File: config.mk
export PLATFORM = sky130hd
export DESIGN_NAME = gca_mult
export DESIGN_NICKNAME = d
export VERILOG_FILES = /design/src/gridpoint_correlation_accumulator_defines.svh /design/src/gca_pkg.sv /design/src/gca_mult.sv
export SDC_FILE = /design/constraint.sdc
export NUM_CORES = 2
export LEC_CHECK = 0
export ABC_AREA = 1
export ABC_CLOCK_PERIOD_IN_PS = 8900
export BUFFER_PORTS_ARGS = -buffer_cell sky130_fd_sc_hd__buf_2
export CELL_PAD_IN_SITES_DETAIL_PLACEMENT = 1
export CELL_PAD_IN_SITES_GLOBAL_PLACEMENT = 2
export CORE_MARGIN = 3
export CORE_UTILIZATION = 38
export DETAILED_ROUTE_END_ITERATION = 8
export HOLD_SLACK_MARGIN = 0.08
export PLACE_DENSITY_LB_ADDON = 0.1
export SETUP_SLACK_MARGIN = 0.3
export SLEW_MARGIN = 10
export SYNTH_ARGS = -nofsm -noshare
export SYNTH_HDL_FRONTEND = slang
export SYNTH_SLANG_ARGS = --single-unit
File: constraint.sdc
create_clock -name clk -period 8.9 [get_ports clk]
set_clock_uncertainty 0.2 [all_clocks]
set_input_delay 0.89 -clock clk [delete_from_list [all_inputs] [get_ports clk]]
set_output_delay 0.89 -clock clk [all_outputs]
set_load 0.03 [all_outputs]
File: src/gridpoint_correlation_accumulator_defines.svh
// Assertion macros shared by the correlation accumulator RTL.
// Compiled out when SYNTHESIS is defined; no other dependencies.
`ifndef GRIDPOINT_CORRELATION_ACCUMULATOR_DEFINES_SVH
`define GRIDPOINT_CORRELATION_ACCUMULATOR_DEFINES_SVH

`ifndef SYNTHESIS
// same-cycle implication, checked on every rising clock edge outside reset
`define GCA_ASSERT_IMP(lbl, ante, cons, msg) \
	lbl: assert property (@(posedge clk) disable iff (!arst_n) (ante) |-> (cons)) \
		else $error(msg);
// next-cycle implication
`define GCA_ASSERT_NXT(lbl, ante, cons, msg) \
	lbl: assert property (@(posedge clk) disable iff (!arst_n) (ante) |=> (cons)) \
		else $error(msg);
`else
`define GCA_ASSERT_IMP(lbl, ante, cons, msg)
`define GCA_ASSERT_NXT(lbl, ante, cons, msg)
`endif

`endif

File: src/gca_pkg.sv
// Shared types, constants and the correlation micro-program.
// Used by every module of the correlation accumulator; no dependencies.
package gca_pkg;

	localparam int IDX_W  = 12;
	localparam int SMP_W  = 24;
	localparam int SUM_W  = 40;
	localparam int SQ_W   = 64;
	localparam int CNT_W  = 17;
	localparam int CORR_W = 16;
	localparam int IN_W   = 64;
	localparam int OUT_W  = 32;

	localparam int LIMB_W = 32;
	localparam int LIMBS  = 8;
	localparam int LIDX_W = 3;
	localparam int BIG_W  = LIMB_W * LIMBS;
	localparam int MOP_W  = 33;
	localparam int PROD_W = 2 * MOP_W;

	localparam int POINTS_DEF      = 4096;
	localparam int MAX_STEPS_DEF   = 65536;
	localparam int SAMPLE_BITS_DEF = 24;

	localparam logic [14:0] ONE_Q14 = 15'd16384;
	localparam logic [3:0]  TOP_BIT = 4'd13;

	// configuration register indexes
	localparam logic CFG_MISS_A = 1'b0;
	localparam logic CFG_MISS_B = 1'b1;

	// micro-op codes
	localparam logic [1:0] OP_MUL = 2'd0;
	localparam logic [1:0] OP_SUB = 2'd1;
	localparam logic [1:0] OP_CHK = 2'd2;
	localparam logic [1:0] OP_CMP = 2'd3;

	// big register codes
	localparam logic [3:0] R_N   = 4'd0;
	localparam logic [3:0] R_SA  = 4'd1;
	localparam logic [3:0] R_SB  = 4'd2;
	localparam logic [3:0] R_SAA = 4'd3;
	localparam logic [3:0] R_SBB = 4'd4;
	localparam logic [3:0] R_SAB = 4'd5;
	localparam logic [3:0] R_T   = 4'd6;
	localparam logic [3:0] R_NUM = 4'd7;
	localparam logic [3:0] R_VA  = 4'd8;
	localparam logic [3:0] R_VB  = 4'd9;
	localparam logic [3:0] R_V   = 4'd10;
	localparam logic [3:0] R_L   = 4'd11;
	localparam logic [3:0] R_K   = 4'd12;
	localparam logic [3:0] R_KK  = 4'd13;
	localparam logic [3:0] R_C30 = 4'd14;

	localparam logic [3:0] PC_LOOP = 4'd13;

	typedef struct packed {
		logic [CNT_W-1:0]        cnt;
		logic signed [SUM_W-1:0] sa;
		logic signed [SUM_W-1:0] sb;
		logic signed [SQ_W-1:0]  saa;
		logic signed [SQ_W-1:0]  sbb;
		logic signed [SQ_W-1:0]  sab;
	} entry_t;

	typedef struct packed {
		logic signed [MOP_W-1:0] a;
		logic signed [MOP_W-1:0] b;
	} mul_req_t;

	typedef struct packed {
		logic                     done;
		logic                     miss;
		logic signed [CORR_W-1:0] corr;
	} corr_res_t;

	typedef struct packed {
		logic [1:0] op;
		logic [3:0] a;
		logic [3:0] b;
		logic [3:0] d;
	} instr_t;

	// moments, variances, then a bisection on |r| against num^2 * 2^30
	function automatic instr_t prog(input logic [3:0] pc);
		instr_t i;
		unique case (pc)
			4'd0:  i = '{OP_MUL, R_N,   R_SAB, R_T};
			4'd1:  i = '{OP_MUL, R_SA,  R_SB,  R_NUM};
			4'd2:  i = '{OP_SUB, R_T,   R_NUM, R_NUM};
			4'd3:  i = '{OP_MUL, R_N,   R_SAA, R_T};
			4'd4:  i = '{OP_MUL, R_SA,  R_SA,  R_VA};
			4'd5:  i = '{OP_SUB, R_T,   R_VA,  R_VA};
			4'd6:  i = '{OP_MUL, R_N,   R_SBB, R_T};
			4'd7:  i = '{OP_MUL, R_SB,  R_SB,  R_VB};
			4'd8:  i = '{OP_SUB, R_T,   R_VB,  R_VB};
			4'd9:  i = '{OP_CHK, R_VA,  R_VB,  R_T};
			4'd10: i = '{OP_MUL, R_VA,  R_VB,  R_V};
			4'd11: i = '{OP_MUL, R_NUM, R_NUM, R_T};
			4'd12: i = '{OP_MUL, R_T,   R_C30, R_L};
			4'd13: i = '{OP_MUL, R_K,   R_K,   R_KK};
			4'd14: i = '{OP_MUL, R_KK,  R_V,   R_T};
			4'd15: i = '{OP_CMP, R_T,   R_L,   R_T};
			default: i = '{OP_CHK, R_VA, R_VB, R_T};
		endcase
		return i;
	endfunction

endpackage

File: src/gca_mult.sv
// Shared 33x33 signed multiplier with a registered product.
// Depends on gca_pkg for the request type.
module gca_mult import gca_pkg::*; (
	input  logic                     clk,
	input  mul_req_t                 req,
	output logic signed [PROD_W-1:0] prod
);

	logic signed [PROD_W-1:0] prod_q;

	always_ff @(posedge clk) begin
		prod_q <= $signed(req.a) * $signed(req.b);
	end

	assign prod = prod_q;

endmodule

Yosys cells after proc, flatten, opt, wreduce, memory -nomap -nowiden
Index checks and enable logic that the tools add are counted.
Word-level totals
  bits in writable memories: 0
  memories kept: 0
  latch bits: 0
  bits in read-only memories: 0
  flip-flop bits (word level): 66
  input port bits: 67
Operators by class
  mux-type cells: 0
  add/sub/neg operators: 0
  reduce and logical (&&, ||, !) cells: 0
  order comparisons: 0
  equality and inequality tests: 0
  bitwise operators: 0
  divide/modulo/power cells: 0
  shift-type cells: 0
  multipliers: 1
Operators with widths (count)
  multiplier 33 x 33 -> 66 bit: 1

Longest topological paths before layout
  depth in word-level cells: 1
  mapped depth: 34
  mapped depth without buffers: 32

Worst setup path after synthesis
Ideal clock, no wire load.
  path kind: input to register
  start point: input req[65] in the netlist's numbering
  end point: register prod_q[60] (netlist: prod[60])
  buffers on the path: 2
  data required time: 8587 ps
  library setup time: 113 ps
  data arrival time: 7533 ps
  path slack: 1054 ps
  stages on the path: 23
  path through: clkbuf_1 -> clkbuf_1 -> nand2_1 -> inv_1 -> fa_1 -> fa_1 -> fa_1 -> fa_1 -> inv_1 -> fa_1 -> fa_1 -> fa_1 -> fa_1 -> inv_1 -> ha_1 -> nand2_1 -> nor2_1 -> inv_1 -> nor3_1 -> nand2_1 -> and2_0 -> nand4_1 -> nand2_1
Between the ends
  longest elaborated chain between the ends: 1
Ends and longest elaborated chain
  from (decl): RTL line gca_mult.sv:5  | input mul_req_t req,
  multiplier 33 x 33 -> 66 bit: RTL line gca_mult.sv:12  | prod_q <= $signed(req.a) * $signed(req.b);
  to (signal assigned): RTL line gca_mult.sv:12
  to (decl): RTL line gca_mult.sv:9  | logic signed [PROD_W-1:0] prod_q;
Every way passes these cells.

Worst setup path in the final report
  start point: input req[65] in the netlist's numbering
  end point: register prod_q[39] (netlist: prod[39])
The elaborated chain is that of the path after synthesis.

==> results.md <==
* Post-synth EDFFs at 0
* H-tree depth at 3
* WL met3 at 3170 µm
* Highest routed metal layer: met4
* Routed vias at 32800
* Final Hold Vio Count at 0
* Setup ws final at 661 ps
* Syn nets at 6972
* Detail Route Antenna Nets at 0
* Buf/Inv on CP at 12
* Critical path arrival at 8280 ps
* CTS Root Cell: clkbuf_16
* Row Count at 123
* Crit Path Class: in2reg
* Synth Warn # at 0
* Synth Cell Area at 43200 µm²
* Origin of the worst min-delay path: req[33]
* Dpl cells at 7044
* Seq cells post-synth at 66
* WL final at 145000 µm
* Seq/Total Area, Yosys at 3.06%
* First-pass GRT wire length at 229000 µm
* Remaining Overflow, GRT at 0
* Hold path cells at 4
* Count leader, synth: inv_1
* IO Pins at 133
* Layout cell share with drive strength beyond 1 at 6.15%
* Status: finished, final reports clean
* Port Buffers at 132
* Post-DR wirelength/cell at 20.5 µm
* Slew @ Worst Pin at 913 ps
* Final cell count without fillers at 7060
* Core area at 113000 µm²
* Area grow syn2layout at 6.86%
* Synth top cells by count: inv_1 (1894), nand2_1 (1517), fa_1 (1145), clkbuf_1 (262), ha_1 (217)
* Mean Syn Cell Area at 7.79 µm²
* Worst-path clk slew at 60 ps
* Initial antenna violation count at 3
* Most used cell, CP: inv_1
* Top delay family on crit path: adder cells
* Synth area leaders: fa_1 (53%), inv_1 (16%), nand2_1 (13%), ha_1 (6.3%), dfxtp_1 (3.1%)
* Die height at 343 µm
* Nets at 6984
* Max-slew violations at 0
* Clock sinks at 66
* GRT Util Overall at 25.9%
* # setup viols final at 0
* Period Utilization, post-route at 92.6%
* RSZ-0062 raised after global routing: no
* Initial core utilization at 38.3%
* Type of origin of the critical path: input pin
* Setup tns final at 0 ps
* Vias in the first global route at 37800
* Die width at 343 µm
* DRC at 0
* Largest register FFs at 66
* DIE AREA at 118000 µm²
* Detail Route met2 WL at 74900 µm
* Max Freq at 0.121 GHz
* Yosys top cell area share at 53.1%
* Async SR Flop Fraction at 0%
* Critical path peak fanout at 20
* Endpoint class of the critical path: flip-flop
* Iter 0 DRT Violations at 1553
* Largest net degree at the start of global routing at 34
* Clock buffer depth at 2
* Gpl congestion at 0.886
* Slowest CP cell: fa_1
* Dpl ws at 117 ps
* Routed vias/inst at 4.65
* Worst slew margin at 39.2%
* CP required at 8940 ps
* CP peak stage delay at 660 ps
* Distinct cells, synth at 35
* Dominant synthesized flop cell: dfxtp_1
* Design area at 46100 µm²
* CTS tree: built
* Total CTS buffers at 9
* Post-synth top area cell: fa_1
* WL met1 at 64300 µm
* Synth Instances at 5543
* Hold Path Sink: prod[0]
* Hold Path Class: in2reg
* Post-placement cell area at 45800 µm²
* # Post-CTS Setup Buffers at 0
* Max-Cap Viols at 0
* DP Wirelength at 129000 µm
* Pre-Repair DR Iteration Count at 5
* Minimum clock period at 8240 ps
==> worst max-delay path by stage <==
stage / startpoint / to / slack (ps) / cells after the start
floorplan: req[65] / prod[60] / 1050 / 23
global placement: req[16] / prod[39] / 80 / 26
detailed placement: req[16] / prod[39] / 120 / 26
CTS: req[16] / prod[39] / 440 / 26
global route: req[65] / prod[39] / 350 / 30
finish: req[65] / prod[39] / 660 / 30
==> metal layers <==
metal	global-route usage, %	up-vias
met5	0	-
met4	3.46	0
met3	1.23	89
met2	47.0	414
met1	35.2	17300
li1	-	15000
==> what timing repair did <==
action                     CTS  global route
resized for setup            0             6
setup endpoints to repair    0             8
hold buffers                 0             0
==> kinds of logic after synthesis <==
kind of cell | count (synthesis) | share of synthesized area [%]
buffers and inverters | 2158 | 18.8
AND/OR/NAND/NOR | 1810 | 16.6
adder cells (fa/ha/maj) | 1362 | 59.4
AO/OA/AOI/OAI | 106 | 1.38
flip-flops | 66 | 3.06
XOR/XNOR | 41 | 0.832
==> metrics by stage <==
step,hold WS [ps],utilization [%]
after floorplan,954,-
after global placement,1120,40.7
after detailed placement,1120,40.7
after CTS,916,40.9
after global routing,944,41.0
final,901,41.0
==> cell type report <==
cell class,instances,area (µm²)
fill,13900,66500
multi-input combinational,3319,33800
inverter,1895,7120
tap,1500,1880
timing repair buffer,264,1750
sequential,66,1320
clock buffer,10,229
clock inverter,5,80.1
antenna,1,2.50
==> layout by cell type (no fill, tap or decap), drive strengths merged <==
master and count:
a21oi 65, and2 3, o21ai 23, ha 217
nor4 5, xor2 37, nand3b 3, buf 261
inv 1894, nor2 154, clkinvlp 3, nand3 78
nand2 1534, a21boi 1, clkinv 1, o21a 1
fa 1145, nor3 8, clkbuf 13, xnor2 4
diode 1, o21bai 14, a21o 2, nand4 19
dfxtp 66, or2 6, bufinv 2
Power is not shown: default switching activity piles up to over one toggle a cycle in this logic, so the estimate is an artifact.
